## config.mk

```make
export PLATFORM = sky130hd
export DESIGN_NAME = ppia_front
export DESIGN_NICKNAME = d
export VERILOG_FILES = /design/src/hdl/ppia_pkg.sv /design/src/hdl/ppia_front.sv
export SDC_FILE = /design/constraint.sdc
export NUM_CORES = 1
export LEC_CHECK = 0
export BUFFER_PORTS_ARGS = -buffer_cell sky130_fd_sc_hd__clkbuf_2
export CORE_MARGIN = 2
export CORE_UTILIZATION = 58
export CTS_BUF_LIST = sky130_fd_sc_hd__clkbuf_2
export CTS_CLUSTER_SIZE = 12
export DETAILED_ROUTE_END_ITERATION = 16
export PLACE_DENSITY_LB_ADDON = 0.05
export SLEW_MARGIN = 20
export SYNTH_ARGS = -nofsm -noshare
export SYNTH_HDL_FRONTEND = slang
export SYNTH_SLANG_ARGS = --single-unit
```

## constraint.sdc

```tcl
create_clock -name clk -period 15.3 [get_ports clk]
set_input_delay 2.295 -clock clk [delete_from_list [all_inputs] [get_ports clk]]
set_output_delay 2.295 -clock clk [all_outputs]
set_load 0.02 [all_outputs]
```

## src/hdl/ppia_pkg.sv

```systemverilog
// shared types, constants and aes-128 round functions for the ipv6 anonymizer
// no dependencies
`timescale 1ns / 1ps

package ppia_pkg;

	localparam int ADDR_W    = 128;
	localparam int HALF_W    = 64;
	localparam int POS_W     = 7;
	localparam int NUM_POS   = 128;
	localparam int AES_RNDS  = 10;

	typedef enum logic [1:0] {
		CFG_KEY_HIGH = 2'd0,
		CFG_KEY_LOW  = 2'd1,
		CFG_PAD_HIGH = 2'd2,
		CFG_PAD_LOW  = 2'd3
	} cfg_idx_t;

	// travels with each block through the cipher pipeline
	typedef struct packed {
		logic             last;
		logic [POS_W-1:0] pos;
	} ppia_tag_t;

	localparam logic [7:0] RCON [AES_RNDS] = '{
		8'h01, 8'h02, 8'h04, 8'h08, 8'h10, 8'h20, 8'h40, 8'h80, 8'h1b, 8'h36
	};

	localparam logic [7:0] SBOX [256] = '{
		8'h63,8'h7c,8'h77,8'h7b,8'hf2,8'h6b,8'h6f,8'hc5,8'h30,8'h01,8'h67,8'h2b,8'hfe,8'hd7,8'hab,8'h76,
		8'hca,8'h82,8'hc9,8'h7d,8'hfa,8'h59,8'h47,8'hf0,8'had,8'hd4,8'ha2,8'haf,8'h9c,8'ha4,8'h72,8'hc0,
		8'hb7,8'hfd,8'h93,8'h26,8'h36,8'h3f,8'hf7,8'hcc,8'h34,8'ha5,8'he5,8'hf1,8'h71,8'hd8,8'h31,8'h15,
		8'h04,8'hc7,8'h23,8'hc3,8'h18,8'h96,8'h05,8'h9a,8'h07,8'h12,8'h80,8'he2,8'heb,8'h27,8'hb2,8'h75,
		8'h09,8'h83,8'h2c,8'h1a,8'h1b,8'h6e,8'h5a,8'ha0,8'h52,8'h3b,8'hd6,8'hb3,8'h29,8'he3,8'h2f,8'h84,
		8'h53,8'hd1,8'h00,8'hed,8'h20,8'hfc,8'hb1,8'h5b,8'h6a,8'hcb,8'hbe,8'h39,8'h4a,8'h4c,8'h58,8'hcf,
		8'hd0,8'hef,8'haa,8'hfb,8'h43,8'h4d,8'h33,8'h85,8'h45,8'hf9,8'h02,8'h7f,8'h50,8'h3c,8'h9f,8'ha8,
		8'h51,8'ha3,8'h40,8'h8f,8'h92,8'h9d,8'h38,8'hf5,8'hbc,8'hb6,8'hda,8'h21,8'h10,8'hff,8'hf3,8'hd2,
		8'hcd,8'h0c,8'h13,8'hec,8'h5f,8'h97,8'h44,8'h17,8'hc4,8'ha7,8'h7e,8'h3d,8'h64,8'h5d,8'h19,8'h73,
		8'h60,8'h81,8'h4f,8'hdc,8'h22,8'h2a,8'h90,8'h88,8'h46,8'hee,8'hb8,8'h14,8'hde,8'h5e,8'h0b,8'hdb,
		8'he0,8'h32,8'h3a,8'h0a,8'h49,8'h06,8'h24,8'h5c,8'hc2,8'hd3,8'hac,8'h62,8'h91,8'h95,8'he4,8'h79,
		8'he7,8'hc8,8'h37,8'h6d,8'h8d,8'hd5,8'h4e,8'ha9,8'h6c,8'h56,8'hf4,8'hea,8'h65,8'h7a,8'hae,8'h08,
		8'hba,8'h78,8'h25,8'h2e,8'h1c,8'ha6,8'hb4,8'hc6,8'he8,8'hdd,8'h74,8'h1f,8'h4b,8'hbd,8'h8b,8'h8a,
		8'h70,8'h3e,8'hb5,8'h66,8'h48,8'h03,8'hf6,8'h0e,8'h61,8'h35,8'h57,8'hb9,8'h86,8'hc1,8'h1d,8'h9e,
		8'he1,8'hf8,8'h98,8'h11,8'h69,8'hd9,8'h8e,8'h94,8'h9b,8'h1e,8'h87,8'he9,8'hce,8'h55,8'h28,8'hdf,
		8'h8c,8'ha1,8'h89,8'h0d,8'hbf,8'he6,8'h42,8'h68,8'h41,8'h99,8'h2d,8'h0f,8'hb0,8'h54,8'hbb,8'h16
	};

	function automatic logic [7:0] xt(input logic [7:0] b);
		return {b[6:0], 1'b0} ^ (b[7] ? 8'h1b : 8'h00);
	endfunction

	// next round key; byte 0 sits in the top 8 bits
	function automatic logic [127:0] key_next(input logic [127:0] rk, input logic [7:0] rc);
		logic [31:0] t;
		logic [31:0] w0, w1, w2, w3;
		t  = {SBOX[rk[23:16]] ^ rc, SBOX[rk[15:8]], SBOX[rk[7:0]], SBOX[rk[31:24]]};
		w0 = rk[127:96] ^ t;
		w1 = rk[95:64] ^ w0;
		w2 = rk[63:32] ^ w1;
		w3 = rk[31:0] ^ w2;
		return {w0, w1, w2, w3};
	endfunction

	// one full round: sub bytes, shift rows, mix columns unless last, add round key
	function automatic logic [127:0] aes_round(input logic [127:0] st, input logic [127:0] rk,
		input logic last);
		logic [7:0] s [16];
		logic [7:0] t [16];
		logic [7:0] a0, a1, a2, a3, all;
		logic [127:0] res;
		for (int i = 0; i < 16; i++) s[i] = st[127-8*i -: 8];
		for (int c = 0; c < 4; c++)
			for (int r = 0; r < 4; r++)
				t[4*c+r] = SBOX[s[4*((c+r)&3)+r]];
		if (!last) begin
			for (int c = 0; c < 4; c++) begin
				a0 = t[4*c]; a1 = t[4*c+1]; a2 = t[4*c+2]; a3 = t[4*c+3];
				all = a0 ^ a1 ^ a2 ^ a3;
				t[4*c]   = a0 ^ all ^ xt(a0 ^ a1);
				t[4*c+1] = a1 ^ all ^ xt(a1 ^ a2);
				t[4*c+2] = a2 ^ all ^ xt(a2 ^ a3);
				t[4*c+3] = a3 ^ all ^ xt(a3 ^ a0);
			end
		end
		for (int i = 0; i < 16; i++) res[127-8*i -: 8] = t[i] ^ rk[127-8*i -: 8];
		return res;
	endfunction

endpackage

```

## src/hdl/ppia_front.sv

```systemverilog
// front end: takes addresses off the input channel into a two-entry queue
// depends on ppia_pkg
`timescale 1ns / 1ps

module ppia_front import ppia_pkg::*; (
	input  logic              clk,
	input  logic              arst_n,
	input  logic              in_valid,
	output logic              in_ready,
	input  logic [ADDR_W-1:0] in_addr,
	output logic              q_valid,
	output logic [ADDR_W-1:0] q_addr,
	input  logic              q_pop
);

	logic [ADDR_W-1:0] mem_q [2];
	logic              wptr_q, rptr_q;
	logic [1:0]        cnt_q;
	logic              push;

	assign in_ready = (cnt_q != 2'd2);
	assign push     = in_valid && in_ready;
	assign q_valid  = (cnt_q != 2'd0);
	assign q_addr   = mem_q[rptr_q];

	always_ff @(posedge clk or negedge arst_n) begin
		if (!arst_n) begin
			wptr_q <= 1'b0;
			rptr_q <= 1'b0;
			cnt_q  <= 2'd0;
		end else begin
			if (push) wptr_q <= ~wptr_q;
			if (q_pop) rptr_q <= ~rptr_q;
			cnt_q <= cnt_q + {1'b0, push} - {1'b0, q_pop};
		end
	end

	always_ff @(posedge clk) begin
		if (push) mem_q[wptr_q] <= in_addr;
	end

endmodule

```

### Yosys cells after proc, flatten, opt, wreduce, memory -nomap -nowiden

Memory sizes are Yosys's and may differ from the RTL's.
Index checks and enable logic that the tools add are counted.

* add/subtract/negate cells: 2
* $mul: 0
* div/mod/pow operators: 0
* $lt $le $gt $ge: 0
* equal/unequal tests: 1
* shift operators: 0
* muxes and demuxes: 2
* bitwise logic cells: 2
* reductions and logical operators: 2

Operators by type and width (number)
* $add A2 B1 Y2: 1
* $mux W1: 2
* $ne A2 B2 Y1 const B: 1
* $not A1 Y1: 2
* $reduce_bool A2 Y1: 1
* $sub A2 B1 Y2: 1
* $logic_and A1 B1 Y1: 1

* flip-flop bits (word level): 4
* bits in latches: 0
* RAM bits: 256
* ROM bits: 0
* input port bits: 132
* word-level logic and storage cells: 13
* memories kept: 1

Memory list
* mem_q: words 2, width 128, rd ports 1, clocked after memory_dff 0, write ports 1, line ppia_front.sv:16 `logic [ADDR_W-1:0] mem_q [2];`

### Logic depth before layout (Yosys ltp)

Gate-level depths: netlist (run 1).

* depth in word-level cells: 4
* depth in mapped cells: 5

### Least setup slack after synthesis (run 1)

OpenSTA, ideal clock, no wires.

* path kind: input to register
* start point: in in_valid
* end point: mem mem_q[0][0], enable pin
* library setup time: 0.617 ns
* arrival time: 7.726 ns
* data required time: 14.683 ns
* slack: 6.957 ns
* stages on the path: 2
* buffers on the path: 0
* cell sequence: nand2_1 > nor2_1

* longest elaborated chain between the ends: 3

RTL lines
* from (decl): line ppia_front.sv:8 `input logic in_valid,`
* $logic_and A1 B1 Y1: line ppia_front.sv:22 `assign push = in_valid && in_ready;`
* $mux W1: line ppia_front.sv:39 `if (push) mem_q[wptr_q] <= in_addr;`
* $mux W1 (implied by the code): line ppia_front.sv:39
* to (decl): line ppia_front.sv:16

Every way passes these cells.

### Final worst setup path (run 1)

* start point: reg rptr_q
* end point: out q_addr[25]

* longest elaborated chain between the ends: 1

RTL lines
* from (decl): line ppia_front.sv:17 `logic wptr_q, rptr_q;`
* from (signal assigned): line ppia_front.sv:33 `if (q_pop) rptr_q <= ~rptr_q;`
* $mem_v2 Z2 W128
* to (decl): line ppia_front.sv:12 `output logic [ADDR_W-1:0] q_addr,`

Every way passes these cells.

==> flow_summary.yaml, run 1 <==
timing:
  fin_crit_ns: 5.592
  hold_slack_ns: 0.5681
  fin_skew_ns: 0.02946
  finalCritPeriodShare_pct: 36.55
  tightest_slew_ns: 0.9103
  maxSlewViolCount: 0
  max_freq_ghz: 0.1788
  slew_headroom_pct: 39.31
  hold_viol_final: 0
  setup_violations: 0
  rsz0062_at_grt: "no"
  fin_tns_setup_ns: 0
logic_synthesis:
  synth_ff_type: "edfxtp_1"
  synth_edf_count: 256
  ys_seq_area_share_pct: 82.18
  synth.avg_cell_area_sq_um: 22.84
  syn-num-nets: 548
  yosysWarnings: 0
  yosysUniqueCellTypes: 16
  async_flop_share_pct: 1.538
  syn_inst: 415
  synthMostInstantiatedCell: "edfxtp_1"
  synth_area_leader_cell: "edfxtp_1"
  synth_top_area_share_pct: 81.12
  synth_area_leaders: "edfxtp_1, mux2_2, buf_6"
  synth_commonest_cells: "edfxtp_1, mux2_2, buf_6"
  netlist_area_sq_mm: 0.009477
  ys_ff_latch: 260
power:
  finalPower_mw: 2.180
  p_leak_nw: 4.483
  power-per-cell-area_mw_per_mm2: 190.1
  peakVddDrop_uv: 108.0
drt:
  dr.pass1.iters: 4
  drc: 0
  vias: 4997
  ant_nets: 0
  wirelength_mm: 17.90
  routedWlPerCell_um: 18.10
  avgViaCountPerCell: 5.053
  drt_iter0_drc: 256
finish:
  fin_area_sq_mm: 0.01147
  fin_util_pct: 71.93
  multiInputGateArea_sq_mm: 0.001550
  drive_above_1_share_pct: 63.73
  final_nets: 861
  nFillCells: 1069
  syn_to_final_growth_pct: 21.01
  final-seq-area_sq_mm: 0.007791
critical_path:
  critPathKind: "flip-flop to output port"
  cpPeakStageDelay_ns: 0.96
  crit_required_ns: 13.01
  cp_max_fo: 69
  startpoint_type: "flip-flop"
  crit_start: "rptr_q"
  arrival_ns: 3.30
  crit_family: "buffers and inverters"
  crit_path_top_delay_cell: "dfrtp_4"
  endpoint_kind: "output port"
  r2r-start: "cnt_q[0]"
  path_cells: "buf_4 > mux2_2 > clkbuf_2"
  crit_buf_inv: 2
global_routing:
  antenna_found_initial: 1
  grt_pass1_vias: 5421
  grt.overflow.total: 0
  grt_pass1_wl_mm: 27.81
  grt_max_degree: 87
  grt_usage_pct: 20.84
die:
  fp.dieW_um: 131.8
  rows: 46
  dieArea_sq_mm: 0.01738
  num_io_pins: 262
  initial_core_util_pct: 59.44
  core-area_sq_mm: 0.01594
  die_h_um: 131.8
clock_tree:
  cts_resized: 0
  cts-root-buf: "clkbuf_2"
  post-cts-setup-buffers: 0
  clk-insertion-delay-late_ns: 0.80
  cts_buffers: 60
  hold_buffers: 0
  cts_tree: "built"
  cts.clk_slew.worst_paths_ns: 0.09
  clock_sinks: 260
  clock_path_buffers: 3
  htree_levels: 2
placement:
  gp_congestion: 0.7859
  placed_cell_area_sq_mm: 0.01095
  hpwl_mm: 11.68
  port-buffer-count: 261
run_status:
  status: "completed"
job:
  maxCapViolations: 0
hold_path:
  hp-start: "cnt_q[0]"
  hold_class: "flip-flop to flip-flop"
[state kept, by name, summed over array words and instances, names as in the netlist]
name and flops:
rptr_q 1, cnt_q 2, wptr_q 1, mem_q 256
[worst register-to-register path: stages (launching register included)]
cell	delay, ns
dfrtp_1	0.39
nand2b_1	0.16
and3_4	0.59
buf_6	0.74
[cell usage in the layout, fill, tap and decap left out]
cell / instances
or2_2: 1
and3_4: 1
dfrtp_1: 3
a21bo_2: 1
xor2_1: 1
dfrtp_4: 1
inv_2: 2
nor3b_1: 1
diode_2: 1
edfxtp_1: 256
clkinv_1: 12
a21oi_1: 1
xnor2_1: 3
buf_6: 1
nand2_1: 1
nand2b_1: 1
buf_4: 3
clkbuf_2: 353
ha_1: 1
nor2_4: 1
mux2_2: 128
[per-layer routing]
layer / share of wire, % / track usage, %
met1: 37 / 22.68
met4: 2.7 / 9.058
met2: 51 / 35.25
met3: 9.0 / 9.612
met5: 0 / 0
[final timing paths]
check / cells past startpoint / to / slack [ns]
hold reg to reg: 1 / cnt_q[0] / 0.57
hold / removal: 1 / cnt_q[0] / 0.57
setup reg to reg: 3 / mem_q[1][83] / 12.99
min in group asynchronous: 1 / cnt_q[0] / 1.29
max in group asynchronous: 1 / rptr_q / 13.86
setup / recovery: 3 / q_addr[25] / 9.71
[where the power goes]
part           leakage (nW)  switching (mW)  total [mW]  internal [mW]
logic                  1.65           0.452       0.735          0.284
registers              2.43          0.0675        1.04          0.973
clock network         0.409           0.246       0.404          0.158
total                  4.48           0.766        2.18           1.41
[cells by family (layout without fill, tap and decap cells)]
logic type,Yosys count,after routing,synth area share (%)
buf+inv,14,371,1.598
compound gates,2,2,0.1584
other cells,0,1,0
xor+xnor,4,4,0.3698
simple gates,6,6,0.3566
fa+ha+maj,1,1,0.1320
mux,128,128,15.21
flops,260,260,82.18
[final cells by class]
class	count	share of cell area (%)
Antenna cell	1	0.02182
Clock buffer	92	4.015
Clock inverter	14	0.4583
Multi-Input combinational cell	141	13.52
Sequential cell	260	67.94
Tap cell	216	2.357
Timing Repair Buffer	265	11.69
[per-stage QoR]
stage | setup slack, ns | std cells
2_1_floorplan | 6.957 | 415
3_3_place_gp | 10.59 | 882
3_5_place_dp | 10.56 | 882
4_1_cts | 9.612 | 988
5_1_grt | 9.464 | 989
6_report | 9.708 | 989
Power figures use the tool's default switching activity.
==> run 2, diff against run 1 <==
--- a/config.mk
+++ b/config.mk
@@ -7,7 +7,7 @@
 export LEC_CHECK = 0
 export BUFFER_PORTS_ARGS = -buffer_cell sky130_fd_sc_hd__clkbuf_2
 export CORE_MARGIN = 2
-export CORE_UTILIZATION = 58
+export CORE_UTILIZATION = 49
 export CTS_BUF_LIST = sky130_fd_sc_hd__clkbuf_2
 export CTS_CLUSTER_SIZE = 12
 export DETAILED_ROUTE_END_ITERATION = 16
==> constraint.sdc (replaced) <==
create_clock -name clk -period 4.9 [get_ports clk]
set_input_delay 0.735 -clock clk [delete_from_list [all_inputs] [get_ports clk]]
set_output_delay 0.735 -clock clk [all_outputs]
set_load 0.02 [all_outputs]
==> run 2 against run 1 <==
  * First-iteration DRC count fell by 20%
  * Clock skew increased by 0.012 ns
  * Sequential share of layout area is 1.0 points lower
  * Register-to-register slack got worse by 10 ns
  * Routed wire length rose by 1.5%
  * Critical path type unchanged
  * Global-route usage down 3.3 points
  * Critical endpoint is now q_addr[21]
  * Die area is 18% higher
  * Clock power grew to 3.5 times the previous value
  * Clock-buffer cell count is 3 higher
==> flow_summary.yaml, run 2 (same netlist as run 1, synthesis figures left out) <==
run_status:
  status: "completed"
critical_path:
  endpoint_kind: "output port"
  crit_required_ns: 4.16
  critPathKind: "flip-flop to output port"
  arrival_ns: 2.81
  reg2regPathDepth: 4
  rrSetupSlack_ns: 2.82
  r2r_end: "mem_q[1][85]"
  startpoint_type: "flip-flop"
  cp_max_fo: 66
  r2r-start: "cnt_q[0]"
clock_tree:
  post-cts-setup-buffers: 0
  cts-root-buf: "clkbuf_2"
  clock_sinks: 260
  htree_levels: 3
  hold_buffers: 1
  cts_buffers: 66
  cts_resized: 0
  cts.clk_slew.worst_paths_ns: 0.09
  clock_path_buffers: 3
  cts_tree: "built"
  clk-insertion-delay-late_ns: 0.73
global_routing:
  antenna_found_initial: 0
  grt_pass1_vias: 5364
  grt.overflow.total: 0
  grt_pass1_wl_mm: 26.92
  grt_max_degree: 75
  grt_usage_pct: 17.52
timing:
  maxSlewViolCount: 0
  tightest_slew_ns: 0.9017
  fin_tns_setup_ns: 0
  fin_crit_ns: 3.544
  slew_headroom_pct: 39.89
  hold_slack_ns: 0.1846
  fin_skew_ns: 0.04184
  finalCritPeriodShare_pct: 72.33
  hold_viol_final: 0
  max_freq_ghz: 0.2821
  setup_violations: 0
  rsz0062_at_grt: "no"
finish:
  antenna_cells: 0
  top_register: "mem_q"
  multiInputGateArea_sq_mm: 0.001550
  layout_common_cells: "clkbuf_2, edfxtp_1, mux2_2"
  fin_area_sq_mm: 0.01164
  drive_above_1_share_pct: 64.61
  final-seq-area_sq_mm: 0.007791
  top_regs: "mem_q x256, cnt_q x2"
  mostFrequentLayoutCell: "clkbuf_2"
  nFillCells: 1470
  syn_to_final_growth_pct: 22.82
  largest_reg_flops: 256
  final_nets: 870
die:
  rows: 50
  fp.dieW_um: 143.1
  num_io_pins: 262
  initial_core_util_pct: 50.33
  core-area_sq_mm: 0.01883
  die_h_um: 143.1
  dieArea_sq_mm: 0.02047
power:
  p_leak_nw: 4.550
  comb_power_share_pct: 33.2
  intPower_mw: 4.562
  switching_share_pct: 34.47
  p_switching_mw: 2.399
  power.share.clock_pct: 20.1
  pwr-share-seq_pct: 46.7
  peakVddDrop_uv: 315.1
  power-per-cell-area_mw_per_mm2: 598.1
  finalPower_mw: 6.961
drt:
  drc: 0
  routedWlPerCell_um: 17.52
  avgViaCountPerCell: 4.837
  ant_nets: 0
  wirelength_mm: 18.17
  vias: 5016
  drt_iter0_drc: 205
  dr.pass1.iters: 5
hold_path:
  whs_path_depth: 1
  hp-start: "in_addr[31]"
  holdPathEnd: "mem_q[0][31]"
  hold_class: "input pin to flip-flop"
placement:
  gp_congestion: 0.7412
  hpwl_mm: 11.89
  placed_cell_area_sq_mm: 0.01102
  port-buffer-count: 261
job:
  maxCapViolations: 0
-- run 2: cell count changes in the layout (fill, tap and decap cells not counted) --
cell | previous run | this run
buf_12 | 0 | 1
buf_16 | 0 | 1
buf_4 | 3 | 4
buf_6 | 1 | 0
bufinv_16 | 0 | 2
clkbuf_2 | 353 | 356
clkinv_1 | 12 | 6
clkinv_2 | 0 | 1
diode_2 | 1 | 0
dlygate4sd3_1 | 0 | 1
inv_2 | 2 | 4
-- run 2: layout make-up --
class	instances	area share, %
tap	260	2.795
timing repair buffer	268	11.98
sequential	260	66.94
clock buffer	95	4.085
multi-input combinational	141	13.32
clock inverter	13	0.8815
-- run 2: critical path, stage by stage (launching register included) --
cell	delay [ns]
dfrtp_4	0.98
buf_4	0.54
mux2_2	0.40
clkbuf_2	0.17
-- run 2: worst max path at each step --
stage / startpoint / endpoint / slack, ns / depth (start not counted)
floorplan: in_valid / mem_q[0][0] / 0.28 / 2
global placement: rptr_q / q_addr[31] / 2.03 / 3
detailed placement: rptr_q / q_addr[21] / 2.02 / 3
CTS: rptr_q / q_addr[21] / 1.18 / 3
global route: rptr_q / q_addr[31] / 1.12 / 3
finish: rptr_q / q_addr[21] / 1.36 / 3
-- run 2: routing by layer --
layer	vias to the layer above	track usage (%)	routed length, um
met3	48	7.210	1811
met1	2400	19.93	6831
met4	0	8.755	493
met5	-	0	0
li1	2345	-	-
met2	223	28.63	9035
-- run 2: power groups by stage --
stage	clock [mW]	sequential, mW	combinational [mW]
floorplan	0	3.22	1.75
global placement	0	3.30	2.30
detailed placement	0	3.32	2.32
CTS	1.46	3.27	2.33
global route	1.57	3.31	2.47
finish	1.40	3.25	2.31
-- run 2: metrics by stage --
stage | utilization [%] | instances | setup WS, ns
6_report | 61.81 | 1037 | 1.356
2_1_floorplan | - | 415 | 0.2770
3_3_place_gp | 58.54 | 927 | 2.026
4_1_cts | 61.66 | 1036 | 1.180
5_1_grt | 61.81 | 1037 | 1.125
3_5_place_dp | 58.54 | 927 | 2.015
